## config.mk

```make
export PLATFORM = sky130hd
export DESIGN_NAME = lsb_stego_embed_extract
export DESIGN_NICKNAME = d
export VERILOG_FILES = /design/src/rtl/core/lse_pkg.sv /design/src/rtl/core/lse_cfg_regs.sv /design/src/rtl/core/lsb_stego_embed_extract.sv
export SDC_FILE = /design/constraint.sdc
export NUM_CORES = 1
export LEC_CHECK = 0
export ABC_AREA = 1
export BUFFER_PORTS_ARGS = -buffer_cell sky130_fd_sc_hd__buf_2
export CAP_MARGIN = 10
export CORE_ASPECT_RATIO = 1.4
export CORE_MARGIN = 4
export CORE_UTILIZATION = 60
export CTS_BUF_LIST = sky130_fd_sc_hd__clkbuf_4 sky130_fd_sc_hd__clkbuf_8 sky130_fd_sc_hd__clkbuf_16
export DETAILED_ROUTE_END_ITERATION = 10
export PLACE_DENSITY_LB_ADDON = 0.1
export SLEW_MARGIN = 20
export SYNTH_ARGS = -nofsm -noshare
export SYNTH_HDL_FRONTEND = slang
export SYNTH_HIERARCHICAL = 1
export SYNTH_SLANG_ARGS = --single-unit
```

## constraint.sdc

```tcl
create_clock -name clk_i -period 6.8 [get_ports clk_i]
set_input_delay 0.68 -clock clk_i [delete_from_list [all_inputs] [get_ports clk_i]]
set_output_delay 0.68 -clock clk_i [all_outputs]
set_load 0.01 [all_outputs]
```

## src/rtl/core/lse_pkg.sv

```systemverilog
`timescale 1ns / 1ps

package lse_pkg;

  // Length field size in carrier bytes (one bit per byte), 8..32.
  localparam int unsigned LenBits = 32;
  localparam int unsigned LenIdxW = $clog2(LenBits);

  localparam int unsigned CfgIdxW  = 3;
  localparam int unsigned CfgDataW = 32;

  localparam logic [15:0] HdrLenRst = 16'd122;
  localparam logic [7:0]  RsvLenRst = 8'd64;

  localparam logic ModeEmbed   = 1'b0;
  localparam logic ModeExtract = 1'b1;

  localparam logic ActCarrier = 1'b0;
  localparam logic ActPayload = 1'b1;

  localparam logic KindCarrier = 1'b0;
  localparam logic KindPayload = 1'b1;

  typedef enum logic [1:0] {
    StOk        = 2'd0,
    StNoFit     = 2'd1,
    StUnderrun  = 2'd2,
    StOverflow  = 2'd3
  } status_e;

  typedef enum logic [CfgIdxW-1:0] {
    CfgMode    = 3'd0,
    CfgHdrLen  = 3'd1,
    CfgPayLen  = 3'd2,
    CfgCarLen  = 3'd3,
    CfgRsvLen  = 3'd4
  } cfg_idx_e;

  typedef struct packed {
    logic        mode;
    logic [15:0] header_length;
    logic [31:0] payload_length;
    logic [31:0] carrier_length;
    logic [7:0]  reserved_length;
  } cfg_t;

  // Capacity check: len < 2**LenBits and 8*len + header + length field + reserved <= carrier.
  function automatic logic len_fits(input logic [31:0] len, input logic [15:0] hdr,
                                    input logic [7:0] rsv, input logic [31:0] car);
    logic [35:0] need;
    logic        in_range;
    need     = (36'(len) << 3) + 36'(hdr) + 36'(LenBits) + 36'(rsv);
    in_range = ((36'(len) >> LenBits) == 36'd0);
    return in_range && (need <= 36'(car));
  endfunction

endpackage

```

## src/rtl/core/lse_cfg_regs.sv

```systemverilog
`timescale 1ns / 1ps

module lse_cfg_regs (
  input  logic                            clk_i,
  input  logic                            rst_ni,
  input  logic                            cfg_we_i,
  input  logic [lse_pkg::CfgIdxW-1:0]     cfg_index_i,
  input  logic [lse_pkg::CfgDataW-1:0]    cfg_wdata_i,
  output lse_pkg::cfg_t                   cfg_o
);

  lse_pkg::cfg_t cfg_d, cfg_q;

  always_comb begin
    cfg_d = cfg_q;
    if (cfg_we_i) begin
      unique case (cfg_index_i)
        lse_pkg::CfgMode:   cfg_d.mode            = cfg_wdata_i[0];
        lse_pkg::CfgHdrLen: cfg_d.header_length   = cfg_wdata_i[15:0];
        lse_pkg::CfgPayLen: cfg_d.payload_length  = cfg_wdata_i[31:0];
        lse_pkg::CfgCarLen: cfg_d.carrier_length  = cfg_wdata_i[31:0];
        lse_pkg::CfgRsvLen: cfg_d.reserved_length = cfg_wdata_i[7:0];
        default: ;
      endcase
    end
  end

  always_ff @(posedge clk_i or negedge rst_ni) begin
    if (!rst_ni) begin
      cfg_q.mode            <= lse_pkg::ModeEmbed;
      cfg_q.header_length   <= lse_pkg::HdrLenRst;
      cfg_q.payload_length  <= 32'd0;
      cfg_q.carrier_length  <= 32'd0;
      cfg_q.reserved_length <= lse_pkg::RsvLenRst;
    end else begin
      cfg_q <= cfg_d;
    end
  end

  assign cfg_o = cfg_q;

endmodule

```

## src/rtl/core/lsb_stego_embed_extract.sv

```systemverilog
`timescale 1ns / 1ps
// Channel  Direction  Handshake              Fields
// in       input      in_valid_i/in_ready_o   action_i, data_byte_i
// out      output     out_valid_o/out_ready_i out_byte_o, kind_o, last_o, status_o
// cfg      input      cfg_we_i                cfg_index_i, cfg_wdata_i
//
// One word per cycle while in_ready_o is high: a word is processed in the
// cycle it is accepted, and its result (if any) sits in the output register
// the next cycle. The output register is the only pipeline stage.
// in_ready_o drops only while a result is held and out_ready_i is low.
// Reset clears stream state, the holding register and config to defaults.

module lsb_stego_embed_extract (
  input  logic                         clk_i,
  input  logic                         rst_ni,
  input  logic                         cfg_we_i,
  input  logic [lse_pkg::CfgIdxW-1:0]  cfg_index_i,
  input  logic [lse_pkg::CfgDataW-1:0] cfg_wdata_i,
  input  logic                         in_valid_i,
  output logic                         in_ready_o,
  input  logic                         action_i,
  input  logic [7:0]                   data_byte_i,
  output logic                         out_valid_o,
  input  logic                         out_ready_i,
  output logic [7:0]                   out_byte_o,
  output logic                         kind_o,
  output logic                         last_o,
  output logic [1:0]                   status_o
);

  lse_pkg::cfg_t cfg;

  lse_cfg_regs u_cfg (
    .clk_i       (clk_i),
    .rst_ni      (rst_ni),
    .cfg_we_i    (cfg_we_i),
    .cfg_index_i (cfg_index_i),
    .cfg_wdata_i (cfg_wdata_i),
    .cfg_o       (cfg)
  );

  logic [31:0]                   pos_d, pos_q;
  logic [lse_pkg::LenBits-1:0]   ls_d, ls_q, ls_c, ls_next;
  logic [7:0]                    hold_d, hold_q;
  logic                          hv_d, hv_q;
  logic [2:0]                    bit_d, bit_q, bit_c;
  logic [31:0]                   done_d, done_q, done_c;
  logic [7:0]                    acc_d, acc_q, acc_c;
  logic [1:0]                    ef_d, ef_q, ef_c;

  logic                          out_valid_d, out_valid_q;
  logic [7:0]                    out_byte_q;
  logic                          kind_q, last_q;
  logic [1:0]                    status_q;

  logic                          in_fire;
  logic                          res_valid;
  logic [7:0]                    res_byte;
  logic                          res_kind, res_last;
  logic [1:0]                    res_status;

  logic                          fit_pay, fit_len;
  logic [16:0]                   len_end;
  logic [17:0]                   rsv_end;
  logic                          in_hdr, in_len, in_rsv, len_final;
  logic [lse_pkg::LenIdxW-1:0]   len_off, len_sh;
  logic [31:0]                   pos_inc;

  assign in_ready_o = !out_valid_q || out_ready_i;
  assign in_fire    = in_valid_i && in_ready_o;

  assign len_end   = {1'b0, cfg.header_length} + 17'(lse_pkg::LenBits);
  assign rsv_end   = {1'b0, len_end} + 18'(cfg.reserved_length);
  assign in_hdr    = pos_q < 32'(cfg.header_length);
  assign in_len    = pos_q < 32'(len_end);
  assign in_rsv    = pos_q < 32'(rsv_end);
  assign len_final = pos_q == (32'(len_end) - 32'd1);
  assign len_off   = lse_pkg::LenIdxW'(pos_q - 32'(cfg.header_length));
  assign len_sh    = lse_pkg::LenIdxW'(lse_pkg::LenBits - 1) - len_off;
  assign pos_inc   = pos_q + 32'd1;

  assign ls_next = {ls_c[lse_pkg::LenBits-2:0], data_byte_i[0]};
  assign fit_pay = lse_pkg::len_fits(cfg.payload_length, cfg.header_length,
                                     cfg.reserved_length, cfg.carrier_length);
  assign fit_len = lse_pkg::len_fits(32'(ls_next), cfg.header_length,
                                     cfg.reserved_length, cfg.carrier_length);

  // stream state as seen by this word; a new stream starts at position zero
  always_comb begin
    ls_c   = ls_q;
    bit_c  = bit_q;
    done_c = done_q;
    acc_c  = acc_q;
    ef_c   = ef_q;
    if (pos_q == 32'd0) begin
      ls_c   = '0;
      bit_c  = 3'd0;
      done_c = 32'd0;
      acc_c  = 8'd0;
      ef_c   = ((cfg.mode == lse_pkg::ModeEmbed) && !fit_pay) ? 2'b01 : 2'b00;
    end
  end

  always_comb begin
    pos_d      = pos_q;
    ls_d       = ls_q;
    hold_d     = hold_q;
    hv_d       = hv_q;
    bit_d      = bit_q;
    done_d     = done_q;
    acc_d      = acc_q;
    ef_d       = ef_q;
    res_valid  = 1'b0;
    res_byte   = 8'd0;
    res_kind   = lse_pkg::KindCarrier;
    res_last   = 1'b0;
    res_status = lse_pkg::StOk;

    if (in_fire) begin
      if (action_i == lse_pkg::ActPayload) begin
        if (cfg.mode == lse_pkg::ModeEmbed) begin
          if (hv_q) begin
            res_valid  = 1'b1;
            res_status = lse_pkg::StOverflow;
          end else begin
            hold_d = data_byte_i;
            hv_d   = 1'b1;
          end
        end
      end else begin
        ls_d   = ls_c;
        bit_d  = bit_c;
        done_d = done_c;
        acc_d  = acc_c;
        ef_d   = ef_c;

        if (cfg.mode == lse_pkg::ModeEmbed) begin
          res_valid = 1'b1;
          res_byte  = data_byte_i;
          if (ef_c[0]) begin
            res_status = lse_pkg::StNoFit;
          end else if (in_hdr) begin
            res_byte = data_byte_i;
          end else if (in_len) begin
            res_byte = {data_byte_i[7:1], cfg.payload_length[len_sh]};
          end else if (in_rsv) begin
            res_byte = data_byte_i;
          end else if (done_c < cfg.payload_length) begin
            if (bit_c == 3'd0) begin
              if (hv_q) begin
                acc_d = hold_q;
                hv_d  = 1'b0;
                ef_d  = ef_c & 2'b01;
              end else begin
                ef_d = ef_c | 2'b10;
              end
            end
            if (ef_d[1]) begin
              res_status = lse_pkg::StUnderrun;
            end else begin
              res_byte = {data_byte_i[7:1], acc_d[3'd7 - bit_c]};
            end
            bit_d = bit_c + 3'd1;
            if (bit_c == 3'd7) begin
              done_d = done_c + 32'd1;
            end
          end
        end else begin
          if (in_hdr) begin
            ls_d = ls_c;
          end else if (in_len) begin
            ls_d = ls_next;
            if (len_final && !fit_len) begin
              ef_d       = ef_c | 2'b01;
              res_valid  = 1'b1;
              res_status = lse_pkg::StNoFit;
            end
          end else if (in_rsv) begin
            ls_d = ls_c;
          end else if (!ef_c[0] && (done_c < 32'(ls_c))) begin
            acc_d = {acc_c[6:0], data_byte_i[0]};
            bit_d = bit_c + 3'd1;
            if (bit_c == 3'd7) begin
              res_valid = 1'b1;
              res_byte  = {acc_c[6:0], data_byte_i[0]};
              res_kind  = lse_pkg::KindPayload;
              res_last  = (done_c + 32'd1) == 32'(ls_c);
              done_d    = done_c + 32'd1;
              acc_d     = 8'd0;
            end
          end
        end

        pos_d = pos_inc;
        if (pos_inc == cfg.carrier_length) begin
          pos_d  = 32'd0;
          ls_d   = '0;
          bit_d  = 3'd0;
          done_d = 32'd0;
          acc_d  = 8'd0;
          ef_d   = 2'b00;
        end
      end
    end
  end

  always_ff @(posedge clk_i or negedge rst_ni) begin
    if (!rst_ni) begin
      pos_q  <= 32'd0;
      ls_q   <= '0;
      hold_q <= 8'd0;
      hv_q   <= 1'b0;
      bit_q  <= 3'd0;
      done_q <= 32'd0;
      acc_q  <= 8'd0;
      ef_q   <= 2'b00;
    end else begin
      pos_q  <= pos_d;
      ls_q   <= ls_d;
      hold_q <= hold_d;
      hv_q   <= hv_d;
      bit_q  <= bit_d;
      done_q <= done_d;
      acc_q  <= acc_d;
      ef_q   <= ef_d;
    end
  end

  // output register: reloads whenever the consumer side is free
  always_comb begin
    out_valid_d = out_valid_q;
    if (in_ready_o) begin
      out_valid_d = in_fire && res_valid;
    end
  end

  always_ff @(posedge clk_i or negedge rst_ni) begin
    if (!rst_ni) begin
      out_valid_q <= 1'b0;
    end else begin
      out_valid_q <= out_valid_d;
    end
  end

  always_ff @(posedge clk_i) begin
    if (in_fire && res_valid) begin
      out_byte_q <= res_byte;
      kind_q     <= res_kind;
      last_q     <= res_last;
      status_q   <= res_status;
    end
  end

  assign out_valid_o = out_valid_q;
  assign out_byte_o  = out_byte_q;
  assign kind_o      = kind_q;
  assign last_o      = last_q;
  assign status_o    = status_q;

endmodule
```

==> results of run 1 <==
[state kept, by name, summed over array words and instances, names as in the netlist]
name and flops:
out_valid_o 1, ls_q 32, bit_q 3, status_o 2
hold_q 8, done_q 32, acc_q 8, out_byte_o 8
last_o 1, hv_q 1, u_cfg/cfg_o 89, pos_q 32
ef_q 2, kind_o 1
[metrics by stage]
stage                       util  total power [mW]  hold slack, ns  std cells  setup slack, ns
after floorplan                -             7.180          0.3844       3376           0.8093
after global placement    0.6263             9.109          0.4577       3865           0.3069
after detailed placement  0.6263             9.336          0.4654       3865           0.1045
after CTS                 0.6493             10.86          0.1696       3911          0.05107
after global routing      0.6500             11.97          0.1973       3911         0.008402
final                     0.6501             11.06          0.1388       3913           0.4052
[power groups by stage]
stage / combinational [mW] / sequential [mW] / clock [mW]
after CTS: 7.19 / 2.19 / 1.49
final: 7.37 / 2.21 / 1.48
after floorplan: 5.13 / 2.05 / 0
after global placement: 6.92 / 2.19 / 0
after global routing: 8.17 / 2.24 / 1.55
after detailed placement: 7.13 / 2.20 / 0
[layout make-up]
cell class | instances | area, um2 | area share
Tap cell | 473 | 591.8 | 0.02419
Multi-Input combinational cell | 2631 | 15140 | 0.6189
Timing Repair Buffer | 103 | 639.4 | 0.02614
Clock inverter | 16 | 180.2 | 0.007365
Inverter | 438 | 1644 | 0.06721
Clock buffer | 30 | 688.2 | 0.02813
Sequential cell | 220 | 5573 | 0.2278
Antenna cell | 2 | 5.005 | 0.0002046
[kinds of logic after synthesis]
family,after synthesis,synth area share
AND/OR/NAND/NOR,1735,0.3267
AO/OA/AOI/OAI,444,0.1090
buffers and inverters,525,0.09559
XOR/XNOR,169,0.06589
other,1,0.0001639
adder cells (fa/ha/maj),282,0.1591
flip-flops,220,0.2436
[final timing paths]
check,from,endpoint,cells after the start
max in group asynchronous,rst_ni,u_cfg/cfg_o[4],2
setup / recovery,pos_q[0],kind_o,32
hold / removal,rst_ni,acc_q[6],1
min in group clk_i,cfg_wdata_i[27],u_cfg/cfg_o[35],3
setup reg to reg,pos_q[0],kind_o,32
hold reg to reg,done_q[28],done_q[28],2
[worst max-delay path, delay by kind of cell, from the launching register on]
kind | cells | cell delay, ns
buffers and inverters | 3 | 0.72
adder cells (fa/ha/maj) | 5 | 1.44
flip-flops | 1 | 0.43
AND/OR/NAND/NOR | 22 | 3.18
XOR/XNOR | 1 | 0.18
AO/OA/AOI/OAI | 1 | 0.12
[synthesized netlist by cell type (5+ instances only)]
master	count	area, um2
nand2_1	956	3588
inv_1	423	1588
nor2_1	294	1104
nand3_1	283	1416
ha_1	267	3341
dfrtp_1	202	5055
a21oi_1	166	830.8
xor2_1	150	1314
o21ai_0	136	680.7
nor3_1	63	315.3
nand4_1	57	356.6
o22ai_1	57	356.6
clkbuf_1	34	127.6
buf_2	20	100.1
buf_6	19	214.0
o21ai_1	17	85.08
xnor2_1	17	148.9
a211oi_1	16	120.1
fa_1	15	300.3
nor2_2	14	87.58
edfxtp_1	12	360.4
nor2_4	11	123.9
o211ai_1	11	82.58
buf_4	10	75.07
inv_2	10	37.54
nor4_1	10	62.56
o21bai_1	8	60.06
a31oi_1	7	43.79
nand3b_1	7	52.55
dfstp_2	6	157.7
nand2_2	6	37.54
clkinv_1	5	18.77
nand2_4	5	56.30
[per-layer routing]
layer	part of all wire	vias to the layer above	global-route usage
li1	-	11170	-
met1	0.35	11160	0.4490
met2	0.47	1514	0.6775
met3	0.091	425	0.07040
met4	0.096	2	0.3100
met5	0.00015	-	0
[timing repair]
action	in CTS	in global routing
endpoints found under the hold margin	0	0
endpoints found under the setup margin	0	13
resized for setup	0	10
==> run_results.csv, run 1 <==
group,metric,value,unit
detailed_routing,drtPass1Iterations,6,
detailed_routing,drc_errors,0,
place,gp_congestion,1.033,
detailed_routing,via_per_inst,6.203,
run_status,status,"complete, no violations",
die,die_area,41370,um2
cts,cts_tree,"done",
hold_path,hp-class,"in2async",
detailed_routing,wirelength,85090,um
cts,cts_inserted_buffers,25,
die,start_util,0.6081,
power_and_ir_drop,swShare,0.5430,
sta,fmax,156.4,MHz
finish,final_common_cell,"nand2_1",
critical_path,path_class,"reg2reg",
critical_path,critPathCaptureType,"flip-flop",
cts,ctsHoldBuffers,0,
finish,final_area,24460,um2
finish,drive_above_1_share,0.06603,
sta,fin_setup_tns,0,ns
cts,clockRootBuffer,"clkbuf_16",
power_and_ir_drop,internal_power,5.053,mW
sta,timing.final.setup_violations,0,
critical_path,cp_common_cell,"nand2_1",
synthesis,synth-seq-cells,220,
power_and_ir_drop,ir_worst_vdd,278.5,uV
critical_path,worstPathArrival,6.68,ns
critical_path,critPathMaxFanout,23,
finish,final_cell_mix,"nand2_1 (954), inv_1 (423), nor2_1 (293)",
detailed_routing,num_vias,24271,
global_route,grt_pass1_wl,130800,um
cts,clock_path_buffers,3,
power_and_ir_drop,powerDensity,452.1,nW/um2
die,pin_count,63,
sta,finalCritPeriodShare,0.9404,
place,hpwl,67320,um
global_route,antenna_found_initial,5,
place,portBuffers,62,
synthesis,yosysUniqueCellTypes,66,
power_and_ir_drop,comb_power_share,0.666,
sta,finClkSkew,0.02467,ns
sta,hold_violations,0,
detailed_routing,drt-wirelength-per-cell,21.75,um
global_route,globalRouteTotalUtil,0.4004,
critical_path,crit_slowest_cell,"dfrtp_1",
sta,maxSlewViolCount,0,
cts,clk_pin_slew,0.06,ns
sta,tightest_slew,1.161,ns
sta,period_needed,6.395,ns
critical_path,regToRegSetupSlack,0.41,ns
job,maxCapViolCount,0,
place,placedInstanceArea,23560,um2
die,fp-row-count,84,
cts,postCtsSetupRepairBufs,0,
cts,clock_sinks,220,
synthesis,synth-edff-count,12,
global_route,gr-total-overflow,0,
power_and_ir_drop,p_sw,6.005,mW
finish,fillCellCount,3471,
global_route,grt_pass1_vias,23222,
critical_path,start_kind,"flip-flop",
cts,cts-htree-levels,1,
detailed_routing,ant_nets,0,
die,dieHeight,239.1,um
global_route,grt_max_degree,97,
critical_path,required,7.09,ns
detailed_routing,dr.first_iter.drc_count,2668,
finish,nets,3750,
power_and_ir_drop,clkPwrFrac,0.134,
finish,area_growth,6.912,%
die,die_w,173.0,um
synthesis,yosysSeqAreaShare,0.2436,
power_and_ir_drop,p_leak,12.87,nW
synthesis,synth_area,22880,um2
die,fp.coreArea,37630,um2
synthesis,avgSynthCellArea,6.777,um2
synthesis,syn_inst,3376,
sta,slew_headroom,0.2261,
critical_path,max_stage_delay,0.43,ns
synthesis,ys.flop_type,"dfrtp_1",
cts,worstSkewPairLatency,0.58,ns
synthesis,synthArstFlopShare,0.9455,
synthesis,synth-warning-count,6,
synthesis,syn-num-nets,3707,
power_and_ir_drop,p_seq_frac,0.200,
sta,rsz0062_at_grt,"false",
Note: power is estimated with default switching activity, not from simulation.
==> run 2: changes to the inputs <==
==> constraint.sdc (replaced) <==
create_clock -name clk_i -period 6.8 [get_ports clk_i]
set_input_delay 0 -clock clk_i [delete_from_list [all_inputs] [get_ports clk_i]]
set_output_delay 0 -clock clk_i [all_outputs]
set_load 0.01 [all_outputs]
==> run_results.csv, run 2 (same netlist as run 1, synthesis figures left out) <==
group,metric,value,unit
run_status,status,"complete, no violations",
place,hpwl,67220,um
detailed_routing,via_per_inst,6.142,
finish,final_cell_mix,"nand2_1 (954), inv_1 (423), nor2_1 (294)",
power_and_ir_drop,ir_worst_vdd,266.2,uV
sta,finClkSkew,0.02303,ns
critical_path,path_buf_inv,4,
detailed_routing,ant_nets,0,
global_route,globalRouteTotalUtil,0.4010,
die,die_area,41370,um2
place,placedInstanceArea,23560,um2
critical_path,path_delay_family,"simple AND/OR/NAND/NOR gates",
detailed_routing,wirelength,85460,um
power_and_ir_drop,powerDensity,443.6,nW/um2
cts,worstSkewPairLatency,0.59,ns
sta,slew_headroom,0.2215,
detailed_routing,drt-wirelength-per-cell,21.50,um
power_and_ir_drop,p_sw,5.986,mW
die,fp.coreArea,37630,um2
finish,final_common_cell,"nand2_1",
detailed_routing,num_vias,24415,
critical_path,max_stage_delay,0.57,ns
critical_path,critPathCaptureType,"flip-flop",
place,portBuffers,62,
die,fp-row-count,84,
critical_path,start_kind,"flip-flop",
cts,clock_sinks,220,
sta,fin_setup_tns,0,ns
hold_path,hp-class,"in2async",
detailed_routing,drc_errors,0,
sta,timing.final.setup_violations,0,
finish,drive_above_1_share,0.06568,
cts,clk_pin_slew,0.06,ns
power_and_ir_drop,clkPwrFrac,0.139,
sta,hold_violations,0,
power_and_ir_drop,internal_power,5.160,mW
power_and_ir_drop,p_seq_frac,0.198,
die,dieHeight,239.1,um
critical_path,worstPathArrival,6.80,ns
critical_path,path_class,"reg2reg",
sta,fmax,157.7,MHz
sta,maxSlewViolCount,0,
cts,cts_tree,"done",
job,maxCapViolCount,0,
global_route,gr-total-overflow,0,
finish,final_area,25130,um2
power_and_ir_drop,p_leak,13.14,nW
critical_path,critPathMaxFanout,36,
sta,period_needed,6.341,ns
global_route,grt_max_degree,97,
power_and_ir_drop,comb_power_share,0.663,
place,gp_congestion,1.037,
die,die_w,173.0,um
cts,cts_inserted_buffers,26,
finish,area_growth,9.816,%
power_and_ir_drop,swShare,0.5370,
critical_path,required,7.26,ns
global_route,grt_pass1_wl,131500,um
detailed_routing,dr.first_iter.drc_count,2800,
finish,largest_register_ffs,89,
critical_path,cp_common_cell,"nand2_1",
finish,antennaDiodeCount,0,
finish,nets,3813,
die,start_util,0.6081,
global_route,antenna_found_initial,1,
cts,clock_path_buffers,3,
sta,finalCritPeriodShare,0.9325,
die,pin_count,63,
sta,rsz0062_at_grt,"false",
cts,cts-htree-levels,1,
cts,clockRootBuffer,"clkbuf_16",
global_route,grt_pass1_vias,23584,
critical_path,crit_slowest_cell,"dfstp_2",
sta,tightest_slew,1.168,ns
detailed_routing,drtPass1Iterations,8,
run 2: cell count changes in the layout (fill, tap and decap cells not counted), sizes merged:
cell,previous run,this run
inv,437,435
clkinv,11,10
diode,2,0
clkbuf,30,38
clkinvlp,3,0
buf,103,105
dlygate4sd3,0,60
run 2: through the flow:
| stage | hold WS [ns] | std cells | power (mW) | utilization | setup WS (ns) |
|---|---|---|---|---|---|
| after floorplan | -0.2956 | 3376 | 7.180 | - | 0.8093 |
| after global placement | 0.08394 | 3865 | 9.107 | 0.6263 | 0.2988 |
| after detailed placement | 0.08130 | 3865 | 9.348 | 0.6263 | 0.03480 |
| after CTS | 0.02926 | 3973 | 10.94 | 0.6670 | 0.1805 |
| after global routing | 0.08697 | 3975 | 12.04 | 0.6678 | 0.07427 |
| final | 0.03553 | 3975 | 11.15 | 0.6678 | 0.4593 |
run 2: power groups by stage:
stage / clock network, mW / logic [mW] / registers [mW]
final: 1.55 / 7.39 / 2.21
after floorplan: 0 / 5.13 / 2.05
after global placement: 0 / 6.92 / 2.19
after detailed placement: 0 / 7.14 / 2.20
after CTS: 1.55 / 7.21 / 2.19
after global routing: 1.62 / 8.18 / 2.25
run 2: worst paths after layout:
kind	from	endpoint	slack, ns	depth (start not counted)
setup / recovery	u_cfg/cfg_o[76]	done_q[13]	0.46	32
setup reg to reg	u_cfg/cfg_o[76]	done_q[13]	0.46	32
min in group clk_i	cfg_index_i[2]	u_cfg/cfg_o[0]	0.05	5
hold / removal	rst_ni	acc_q[6]	0.04	2
hold reg to reg	acc_q[1]	acc_q[1]	0.48	2
max in group asynchronous	rst_ni	u_cfg/cfg_o[74]	5.41	3
run 2: final cells by class:
class / count / area, um2
fill: 3432 / 12500
multi-input combinational: 2631 / 15130
clock inverter: 10 / 132.6
timing repair buffer: 165 / 1255
inverter: 438 / 1644
clock buffer: 38 / 795.8
sequential: 220 / 5573
tap: 473 / 591.8
run 2: layer usage:
metal  GRT usage  up-vias  wire [um]
li1            -    11301          -
met1      0.4488    11238      29960
met2      0.6915     1453      39990
met3     0.06739      423       7544
met4      0.2916        0       7964
met5           0        -          0
run 2: what timing repair did:
item,in CTS,in global routing
buffers inserted,0,2
hold endpoints to repair,201,0
pin swaps,0,1
gates cloned,0,0
gates resized for setup,1,7
hold buffers,60,0
endpoints found under the setup margin,5,12
